File: src/rtl/qdh_pkg.sv
// qdh_pkg: shared types and constants of the QUIC DCID extract/hash block.
// No dependencies; qdh_ctrl, qdh_datapath and the top level import this package.
`default_nettype none

package qdh_pkg;

   localparam int LEN_W  = 5;
   localparam int HASH_W = 32;
   localparam int SLOT_W = 20;
   localparam int CSR_W  = 32;
   localparam int IDX_W  = 2;

   localparam logic [HASH_W-1:0] FNV_OFFSET = 32'd2166136261;
   localparam logic [HASH_W-1:0] FNV_PRIME  = 32'd16777619;
   localparam logic [7:0]        HDR_FIXED_BIT = 8'h40;
   localparam logic [7:0]        HDR_LONG_BIT  = 8'h80;
   localparam logic [LEN_W-1:0]  LONG_LEN_OFFSET = 5'd5;
   localparam logic [LEN_W-1:0]  POS_MAX = 5'd31;

   // register indexes
   localparam logic [IDX_W-1:0] CSR_SVC_KEY       = 2'd0;
   localparam logic [IDX_W-1:0] CSR_SHORT_CID_LEN = 2'd1;
   localparam logic [IDX_W-1:0] CSR_MAGLEV_SIZE   = 2'd2;

   typedef enum logic [1:0] {
      ST_LONG     = 2'd0,
      ST_SHORT    = 2'd1,
      ST_NOT_QUIC = 2'd2,
      ST_TRUNC    = 2'd3
   } status_type;

   typedef enum logic [2:0] {
      PH_FIRST,
      PH_LONG_HDR,
      PH_CID,
      PH_DONE,
      PH_NOT_QUIC,
      PH_PAD,
      PH_MOD,
      PH_OUT
   } phase_type;

   typedef struct packed {
      logic [7:0] payload_byte;
      logic       last_byte;
   } req_word_type;

   typedef struct packed {
      status_type        status;
      logic [LEN_W-1:0]  cid_length;
      logic [HASH_W-1:0] aff_hash;
      logic [SLOT_W-1:0] slot;
      logic              slot_valid;
   } rsp_word_type;

   typedef struct packed {
      logic [IDX_W-1:0] index;
      logic [CSR_W-1:0] value;
   } csr_word_type;

   typedef struct packed {
      logic       take;
      logic       pkt_end;
      logic       init_pkt;
      logic       init_short;
      logic       begin_long;
      logic       cid_byte;
      logic       pad_step;
      logic       mod_start;
      logic       mod_step;
      logic       load_imm;
      status_type imm_status;
      logic       load_done;
   } dp_cmd_type;

   typedef struct packed {
      logic fixed_bit;
      logic long_bit;
      logic sh_len_ok;
      logic long_len_ok;
      logic at_len_offset;
      logic cid_last;
      logic pad_done;
      logic mod_done;
      logic out_free;
   } dp_stat_type;

endpackage

`default_nettype wire

File: src/rtl/qdh_stream_if.sv
// qdh_stream_if: valid/ready channel carrying one word of a given payload type.
// Payload types come from qdh_pkg.
`default_nettype none

interface qdh_stream_if #(
   parameter type payload_type = logic
) ();
   logic        valid;
   logic        ready;
   payload_type data;

   modport source (output valid, output data, input ready);
   modport sink   (input valid, input data, output ready);
endinterface

`default_nettype wire

File: src/rtl/qdh_ctrl.sv
// qdh_ctrl: parse/finish state machine of the DCID extract/hash block.
// Depends on qdh_pkg; drives datapath commands from datapath status.
`default_nettype none

module qdh_ctrl (
   input  wire                 clock,
   input  wire                 reset,
   input  wire                 req_fire,
   input  wire                 req_last,
   input  qdh_pkg::dp_stat_type stat,
   output logic                req_ready,
   output qdh_pkg::dp_cmd_type cmd
);
   import qdh_pkg::*;

   phase_type state_ff, state_in;
   phase_type take_phase;
   logic      in_parse;

   always_ff @(posedge clock) begin
      if (reset) begin
         state_ff <= PH_FIRST;
      end else begin
         state_ff <= state_in;
      end
   end

   assign in_parse = (state_ff == PH_FIRST) || (state_ff == PH_LONG_HDR) ||
                     (state_ff == PH_CID) || (state_ff == PH_DONE) ||
                     (state_ff == PH_NOT_QUIC);

   // parse phase after the current byte
   always_comb begin
      take_phase = state_ff;
      unique case (state_ff)
         PH_FIRST: begin
            if (!stat.fixed_bit) take_phase = PH_NOT_QUIC;
            else if (stat.long_bit) take_phase = PH_LONG_HDR;
            else if (stat.sh_len_ok) take_phase = PH_CID;
            else take_phase = PH_NOT_QUIC;
         end
         PH_LONG_HDR: begin
            if (stat.at_len_offset) begin
               take_phase = stat.long_len_ok ? PH_CID : PH_NOT_QUIC;
            end
         end
         PH_CID: begin
            if (stat.cid_last) take_phase = PH_DONE;
         end
         default: take_phase = state_ff;
      endcase
   end

   // next state
   always_comb begin
      state_in = state_ff;
      unique case (state_ff)
         PH_FIRST, PH_LONG_HDR, PH_CID, PH_DONE, PH_NOT_QUIC: begin
            if (req_fire) begin
               if (req_last) state_in = (take_phase == PH_DONE) ? PH_PAD : PH_FIRST;
               else state_in = take_phase;
            end
         end
         PH_PAD: if (stat.pad_done) state_in = PH_MOD;
         PH_MOD: if (stat.mod_done) state_in = PH_OUT;
         PH_OUT: if (stat.out_free) state_in = PH_FIRST;
         default: state_in = PH_FIRST;
      endcase
   end

   // outputs
   always_comb begin
      cmd        = '0;
      cmd.imm_status = (take_phase == PH_NOT_QUIC) ? ST_NOT_QUIC : ST_TRUNC;
      req_ready  = in_parse && stat.out_free;
      cmd.take    = req_fire;
      cmd.pkt_end = req_fire && req_last;
      unique case (state_ff)
         PH_FIRST: begin
            cmd.init_pkt   = req_fire;
            cmd.init_short = req_fire && stat.fixed_bit && !stat.long_bit &&
                             stat.sh_len_ok;
         end
         PH_LONG_HDR: begin
            cmd.begin_long = req_fire && stat.at_len_offset && stat.long_len_ok;
         end
         PH_CID:  cmd.cid_byte = req_fire;
         PH_PAD: begin
            cmd.pad_step  = !stat.pad_done;
            cmd.mod_start = stat.pad_done;
         end
         PH_MOD:  cmd.mod_step  = 1'b1;
         PH_OUT:  cmd.load_done = stat.out_free;
         default: cmd.take = req_fire;
      endcase
      cmd.load_imm = req_fire && req_last && in_parse && (take_phase != PH_DONE);
   end

endmodule

`default_nettype wire

File: src/rtl/qdh_datapath.sv
// qdh_datapath: registers, FNV-1a hash, CID counters, slot divider, result register.
// Depends on qdh_pkg; commanded by qdh_ctrl.
`default_nettype none

module qdh_datapath #(
   parameter int MAX_CID_BYTES = 20
) (
   input  wire                   clock,
   input  wire                   reset,
   input  wire                   csr_we,
   input  qdh_pkg::csr_word_type csr_word,
   input  qdh_pkg::req_word_type req_word,
   input  qdh_pkg::dp_cmd_type   cmd,
   input  wire                   rsp_ready,
   output qdh_pkg::dp_stat_type  stat,
   output logic                  rsp_valid,
   output qdh_pkg::rsp_word_type rsp_word
);
   import qdh_pkg::*;

   localparam logic [LEN_W-1:0] MAX_LEN = LEN_W'(MAX_CID_BYTES);

   // registers
   logic [HASH_W-1:0] svc_key_ff, svc_key_in;
   logic [LEN_W-1:0]  sh_len_ff, sh_len_in;
   logic [SLOT_W-1:0] maglev_ff, maglev_in;
   logic [LEN_W-1:0]  pos_ff, pos_in;
   logic [LEN_W-1:0]  cnt_ff, cnt_in;
   logic [LEN_W-1:0]  target_ff, target_in;
   logic [HASH_W-1:0] hash_ff, hash_in;
   status_type        decided_ff, decided_in;
   logic [HASH_W-1:0] div_ff, div_in;
   logic [SLOT_W-1:0] rem_ff, rem_in;
   logic [LEN_W-1:0]  bit_ff, bit_in;
   logic              rsp_valid_ff, rsp_valid_in;
   rsp_word_type      rsp_word_ff, rsp_word_in;

   logic [HASH_W-1:0] hash_base;
   logic [HASH_W-1:0] mul_a;
   logic [HASH_W-1:0] mul_p;
   logic [HASH_W-1:0] hash_fixed;
   logic [SLOT_W:0]   rem_trial;
   logic [7:0]        b;
   logic              out_free;

   assign b         = req_word.payload_byte;
   assign hash_base = FNV_OFFSET ^ svc_key_ff;
   assign hash_fixed = (hash_ff == '0) ? HASH_W'(1) : hash_ff;
   assign out_free  = !rsp_valid_ff || rsp_ready;
   assign rem_trial = {rem_ff, div_ff[HASH_W-1]};

   // one shared multiply by the FNV prime
   always_comb begin
      priority if (cmd.init_short) mul_a = hash_base ^ HASH_W'(sh_len_ff);
      else if (cmd.begin_long || cmd.cid_byte) mul_a = hash_ff ^ HASH_W'(b);
      else mul_a = hash_ff;
   end
   assign mul_p = mul_a * FNV_PRIME;

   always_comb begin
      stat.fixed_bit     = (b & HDR_FIXED_BIT) != 8'd0;
      stat.long_bit      = (b & HDR_LONG_BIT) != 8'd0;
      stat.sh_len_ok     = (sh_len_ff != '0) && (sh_len_ff <= MAX_LEN);
      stat.long_len_ok   = (b != 8'd0) && (b <= 8'(MAX_CID_BYTES));
      stat.at_len_offset = pos_ff == LONG_LEN_OFFSET;
      stat.cid_last      = ({1'b0, cnt_ff} + 6'd1) >= {1'b0, target_ff};
      stat.pad_done      = cnt_ff >= MAX_LEN;
      stat.mod_done      = bit_ff == POS_MAX;
      stat.out_free      = out_free;
   end

   always_comb begin
      svc_key_in = svc_key_ff;
      sh_len_in  = sh_len_ff;
      maglev_in  = maglev_ff;
      if (csr_we) begin
         unique case (csr_word.index)
            CSR_SVC_KEY:       svc_key_in = csr_word.value;
            CSR_SHORT_CID_LEN: sh_len_in  = csr_word.value[LEN_W-1:0];
            CSR_MAGLEV_SIZE:   maglev_in  = csr_word.value[SLOT_W-1:0];
            default:           svc_key_in = svc_key_ff;
         endcase
      end
   end

   always_comb begin
      pos_in     = pos_ff;
      cnt_in     = cnt_ff;
      target_in  = target_ff;
      hash_in    = hash_ff;
      decided_in = decided_ff;
      div_in     = div_ff;
      rem_in     = rem_ff;
      bit_in     = bit_ff;

      if (cmd.pkt_end) pos_in = '0;
      else if (cmd.take && pos_ff != POS_MAX) pos_in = pos_ff + LEN_W'(1);

      priority if (cmd.init_pkt) begin
         cnt_in     = '0;
         target_in  = cmd.init_short ? sh_len_ff : '0;
         hash_in    = cmd.init_short ? mul_p : hash_base;
         decided_in = stat.long_bit ? ST_LONG : ST_SHORT;
      end else if (cmd.begin_long) begin
         cnt_in    = '0;
         target_in = b[LEN_W-1:0];
         hash_in   = mul_p;
      end else if (cmd.cid_byte || cmd.pad_step) begin
         cnt_in  = cnt_ff + LEN_W'(1);
         hash_in = mul_p;
      end else if (cmd.mod_start) begin
         hash_in = hash_fixed;
         div_in  = hash_fixed;
         rem_in  = '0;
         bit_in  = '0;
      end else if (cmd.mod_step) begin
         // restoring division, one quotient bit per cycle
         div_in = {div_ff[HASH_W-2:0], 1'b0};
         bit_in = bit_ff + LEN_W'(1);
         if (rem_trial >= {1'b0, maglev_ff}) begin
            rem_in = SLOT_W'(rem_trial - {1'b0, maglev_ff});
         end else begin
            rem_in = rem_trial[SLOT_W-1:0];
         end
      end
   end

   always_comb begin
      rsp_word_in  = rsp_word_ff;
      rsp_valid_in = rsp_valid_ff && !rsp_ready;
      if (cmd.load_imm) begin
         rsp_valid_in       = 1'b1;
         rsp_word_in        = '0;
         rsp_word_in.status = cmd.imm_status;
      end else if (cmd.load_done) begin
         rsp_valid_in           = 1'b1;
         rsp_word_in.status     = decided_ff;
         rsp_word_in.cid_length = target_ff;
         rsp_word_in.aff_hash   = hash_ff;
         rsp_word_in.slot_valid = maglev_ff != '0;
         rsp_word_in.slot       = (maglev_ff != '0) ? rem_ff : '0;
      end
   end

   always_ff @(posedge clock) begin
      if (reset) begin
         svc_key_ff    <= '0;
         sh_len_ff     <= '0;
         maglev_ff     <= '0;
         pos_ff        <= '0;
         cnt_ff        <= '0;
         target_ff     <= '0;
         hash_ff       <= '0;
         decided_ff    <= ST_LONG;
         bit_ff        <= '0;
         rsp_valid_ff  <= 1'b0;
      end else begin
         svc_key_ff    <= svc_key_in;
         sh_len_ff     <= sh_len_in;
         maglev_ff     <= maglev_in;
         pos_ff        <= pos_in;
         cnt_ff        <= cnt_in;
         target_ff     <= target_in;
         hash_ff       <= hash_in;
         decided_ff    <= decided_in;
         bit_ff        <= bit_in;
         rsp_valid_ff  <= rsp_valid_in;
      end
   end

   always_ff @(posedge clock) begin
      div_ff      <= div_in;
      rem_ff      <= rem_in;
      rsp_word_ff <= rsp_word_in;
   end

   assign rsp_valid = rsp_valid_ff;
   assign rsp_word  = rsp_word_ff;

endmodule

`default_nettype wire

File: src/rtl/quic_dcid_extract_hash.sv
// quic_dcid_extract_hash: top level of the QUIC DCID extractor and FNV-1a hasher.
// Depends on qdh_pkg, qdh_stream_if, qdh_ctrl and qdh_datapath.
//
//   channel  dir  word                                        handshake
//   req_if   in   payload_byte[8], last_byte                  valid/ready
//   rsp_if   out  status, cid_length, aff_hash, slot, slot_valid  valid/ready
//   csr_if   in   index[2], value[32]                         valid/ready (always ready)
//
// Bytes are taken one per cycle, except while a finished packet is padded and
// divided. After the last byte of a packet whose CID completed, the hash is
// padded one multiply per cycle up to MAX_CID_BYTES bytes, then a restoring
// divider forms the slot as the hash modulo the Maglev size. Not-QUIC and
// truncated packets give their word in the cycle after the last byte.
// Synchronous reset zeroes all but the divider and result word; no clearing pass.
// Input is stalled while the result register holds a word that is not taken.
`default_nettype none

module quic_dcid_extract_hash #(
   parameter int MAX_CID_BYTES = 20
) (
   input  wire          clock,
   input  wire          reset,
   qdh_stream_if.sink   req_if,
   qdh_stream_if.source rsp_if,
   qdh_stream_if.sink   csr_if
);
   import qdh_pkg::*;

   dp_cmd_type   cmd;
   dp_stat_type  stat;
   req_word_type req_word;
   csr_word_type csr_word;
   rsp_word_type rsp_word;
   logic         req_ready;
   logic         req_fire;
   logic         rsp_valid;

   assign req_word = req_word_type'(req_if.data);
   assign csr_word = csr_word_type'(csr_if.data);

   assign csr_if.ready = 1'b1;
   assign req_if.ready = req_ready;
   assign req_fire     = req_if.valid && req_ready;

   qdh_ctrl u_ctrl (
      .clock     (clock),
      .reset     (reset),
      .req_fire  (req_fire),
      .req_last  (req_word.last_byte),
      .stat      (stat),
      .req_ready (req_ready),
      .cmd       (cmd)
   );

   qdh_datapath #(
      .MAX_CID_BYTES (MAX_CID_BYTES)
   ) u_datapath (
      .clock     (clock),
      .reset     (reset),
      .csr_we    (csr_if.valid),
      .csr_word  (csr_word),
      .req_word  (req_word),
      .cmd       (cmd),
      .rsp_ready (rsp_if.ready),
      .stat      (stat),
      .rsp_valid (rsp_valid),
      .rsp_word  (rsp_word)
   );

   assign rsp_if.valid = rsp_valid;
   assign rsp_if.data  = rsp_word;

endmodule

`default_nettype wire
File: src/flat_wrapper.sv
// flat-port wrapper written by rule: the top's interface ports become plain ports
module quic_dcid_extract_hash_flat import qdh_pkg::*;
#(
   parameter int MAX_CID_BYTES = 20
)
  (clock, reset, req_if_valid, req_if_data, req_if_ready, rsp_if_valid, rsp_if_data, rsp_if_ready, csr_if_valid, csr_if_data, csr_if_ready);
  qdh_stream_if req_if_i ();
  qdh_stream_if rsp_if_i ();
  qdh_stream_if csr_if_i ();
  input  wire clock;
  input  wire reset;
  input wire logic [$bits(req_if_i.valid)-1:0] req_if_valid;
  input wire logic [$bits(req_if_i.data)-1:0] req_if_data;
  output wire logic [$bits(req_if_i.ready)-1:0] req_if_ready;
  output wire logic [$bits(rsp_if_i.valid)-1:0] rsp_if_valid;
  output wire logic [$bits(rsp_if_i.data)-1:0] rsp_if_data;
  input wire logic [$bits(rsp_if_i.ready)-1:0] rsp_if_ready;
  input wire logic [$bits(csr_if_i.valid)-1:0] csr_if_valid;
  input wire logic [$bits(csr_if_i.data)-1:0] csr_if_data;
  output wire logic [$bits(csr_if_i.ready)-1:0] csr_if_ready;
  assign req_if_i.valid = req_if_valid;
  assign req_if_i.data = req_if_data;
  assign req_if_ready = req_if_i.ready;
  assign rsp_if_valid = rsp_if_i.valid;
  assign rsp_if_data = rsp_if_i.data;
  assign rsp_if_i.ready = rsp_if_ready;
  assign csr_if_i.valid = csr_if_valid;
  assign csr_if_i.data = csr_if_data;
  assign csr_if_ready = csr_if_i.ready;
  quic_dcid_extract_hash #(.MAX_CID_BYTES(MAX_CID_BYTES)) u_core (.clock(clock), .reset(reset), .req_if(req_if_i), .rsp_if(rsp_if_i), .csr_if(csr_if_i));
endmodule
File: config.mk
export PLATFORM = sky130hd
export DESIGN_NAME = quic_dcid_extract_hash_flat
export DESIGN_NICKNAME = d
export VERILOG_FILES = /design/src/rtl/qdh_pkg.sv /design/src/rtl/qdh_stream_if.sv /design/src/rtl/qdh_ctrl.sv /design/src/rtl/qdh_datapath.sv /design/src/rtl/quic_dcid_extract_hash.sv /design/src/flat_wrapper.sv
export SDC_FILE = /design/constraint.sdc
export NUM_CORES = 1
export LEC_CHECK = 0
export ABC_AREA = 1
export BUFFER_PORTS_ARGS = -buffer_cell sky130_fd_sc_hd__buf_2
export CAP_MARGIN = 20
export CORE_MARGIN = 2
export CORE_UTILIZATION = 60
export CTS_BUF_LIST = sky130_fd_sc_hd__clkbuf_8
export DETAILED_ROUTE_END_ITERATION = 12
export PLACE_DENSITY = 0.84
export RECOVER_POWER = 50
export SLEW_MARGIN = 20
export SYNTH_ARGS = -nofsm -noshare
export SYNTH_HDL_FRONTEND = slang
export SYNTH_SLANG_ARGS = --single-unit
File: constraint.sdc
create_clock -name clock -period 1.65 [get_ports clock]
set_clock_uncertainty 0.05 [all_clocks]
set_input_delay 0.33 -clock clock [delete_from_list [all_inputs] [get_ports clock]]
set_output_delay 0.33 -clock clock [all_outputs]
set_load 0.1 [all_outputs]
==> flow_metrics.tcl <==
set metrics [dict create \
    wl_microns 2270 \
    die_h_microns 48.7 \
    antenna_found_initial 0 \
    outcome "complete, no violations" \
    dpl.hpwl_microns 1710 \
    multi_input_area_sq_um 711 \
    cp_max_fo 7 \
    ios 11 \
    end_kind "output port" \
    ys_ff_latch 19 \
    setup_tns_ps 0 \
    rsz0062_at_grt "true" \
    yosys.area.top_type "dfxtp_1" \
    htreeDepth 1 \
    ys_warn_count 0 \
    fin_crit_sh_pct 96.2 \
    cts_tree "built" \
    irDropWorstVdd_mv 0.590 \
    synthTopCellsByCount "nand2_1, nor2_1, inv_1" \
    cp.required_ps 1270 \
    post-cts-setup-buffer-count 0 \
    die_w_microns 48.7 \
    post-route-min-period_ps 1590 \
    synth-edff-count 0 \
    grt_pass1_wl_microns 3800 \
    finalSetupViolations 0 \
    cap_viol_max_count 0 \
    area_growth_pct 10.8 \
    fmax_mhz 630 \
    fillers 182 \
    syn_nets 184 \
    synth_seq_area_share_pct 31.8 \
    cts_buffer_depth 2 \
    dr.pass1.iters 4 \
    dp.cells 200 \
    yosysUniqueCellTypes 29 \
    avgSynthCellArea_sq_um 7.04 \
    cts.clk_slew.worst_paths_ps 70 \
    diodes 0 \
    cts_root_buf "clkbuf_8" \
    hold_violations 0 \
    leakagePower_uw 0.000567 \
    numCtsBuffers 3 \
    vias 1062 \
    grt_pass1_vias 1009 \
    cts_hold_buf 0 \
    routabilityCongestion 0.914 \
    drtIter0Drc 32 \
    p_total_uw 951 \
    core-area_sq_um 1920 \
    die_area_sq_um 2370 \
    maxSlewViolCount 0 \
    fin_nets 192 \
    num_rows 16 \
    io_buffers 6 \
    arrival_ps 1210 \
    seq_area_sq_um 389 \
    start_kind "flip-flop" \
    clock-sinks 19 \
    fin_ws_ps 62.4 \
    synthArstFlopShare_pct 0 \
    pre_cts_slack_ps 49.6 \
    grt_max_degree 12 \
    via_per_inst 5.21 \
    start_util_pct 62.2 \
    yosysMostFrequentCell "nand2_1" \
    grtUsageTotal_pct 20.2 \
    cellPowerDensity_nw_per_um2 718 \
    antenna_left 0 \
    synth_area_sq_um 1200 \
    drive_gt1_share_pct 23.7 \
    holdWs_ps 208 \
    worstSetupPathType "flip-flop to output port" \
    synth_top_area_share_pct 31.8 \
    grt_overflow 0 \
    drc 0 \
    wl_per_cell_microns 11.1 \
    synth_cells 170 \
    hp-class "input port to flip-flop" \
    clk_latency_ps 260 \
    synthTopCellsByArea "dfxtp_1, nand2_1, nor2_1" \
    ys.flop_type "dfxtp_1" \
    final_cells 204 \
]
[cells in the final DEF, fill, tap and decap left out, drive strengths merged]
cell type,count
o21ai,7
inv,27
a21oi,12
o211ai,1
conb,2
dfxtp,19
clkbuf,3
nor2,28
nand4,1
a31oi,1
or2,1
clkinv,1
xnor2,2
nor3,9
nand3,14
xor2,2
nand2,33
ha,7
buf,7
[area by class of cell]
class / count / share of cell area (%)
sequential: 19 / 29.4
tap: 27 / 2.55
multi-input combinational: 120 / 53.6
inverter: 27 / 7.65
timing repair buffer: 7 / 3.31
clock buffer: 3 / 3.12
clock inverter: 1 / 0.378
[worst max-delay path, stage by stage, from the launching register on]
cell and delay, ps:
dfxtp_2 370, nor2_1 190, nor2_2 80, nor2_4 90
buf_6 220
[sequential cells by signal, summed over array words and instances, names as in the netlist]
register / flops
u_core.u_ctrl.state_ff: 3
u_core.u_datapath.rsp_valid: 1
u_core.u_datapath.bit_ff: 5
u_core.u_datapath.cnt_ff: 5
u_core.u_datapath.pos_ff: 5
[worst paths after layout]
check,from,to,slack [ps],depth (start not counted)
max,u_core.u_ctrl.state_ff[0],req_if_ready,60,4
min,reset,u_core.u_ctrl.state_ff[1],210,2
max reg2reg,u_core.u_datapath.bit_ff[0],u_core.u_ctrl.state_ff[2],100,11
min reg2reg,u_core.u_datapath.pos_ff[4],u_core.u_datapath.pos_ff[4],440,2
[cell families (layout without fill, tap and decap cells)]
| family | count (synthesis) | count (layout) | share of synthesized area [%] |
|---|---|---|---|
| simple gates | 86 | 86 | 35.3 |
| buf+inv | 31 | 38 | 11.1 |
| compound gates | 21 | 21 | 11.0 |
| flops | 19 | 19 | 31.8 |
| fa+ha+maj | 7 | 7 | 7.32 |
| xor+xnor | 4 | 4 | 2.93 |
| other cells | 2 | 2 | 0.628 |
[report_power, final]
part | total, uW | switching (uW) | internal, uW
Sequential | 479 | 11.5 | 467
Combinational | 148 | 110 | 38.4
Clock | 325 | 157 | 168
[through the flow]
step,cell area (sq um),utilization [%]
6_report,1330,68.9
5_1_grt,1330,68.9
3_3_place_gp,1240,64.8
3_5_place_dp,1240,64.8
4_1_cts,1300,67.4
2_1_floorplan,1200,-
[routing by layer]
layer | vias to the layer above | track usage [%] | wire (microns)
li1 | 548 | - | -
met1 | 480 | 21.8 | 978
met2 | 27 | 35.6 | 1160
met3 | 7 | 3.40 | 77
met4 | 0 | 13.8 | 55
met5 | - | 0 | 0
[what timing repair did]
action,CTS,global route
gates cloned,0,0
endpoints found under the setup margin,1,4
gates resized for setup,3,9
pin swaps,0,3
(Power assumes the default switching activity.)
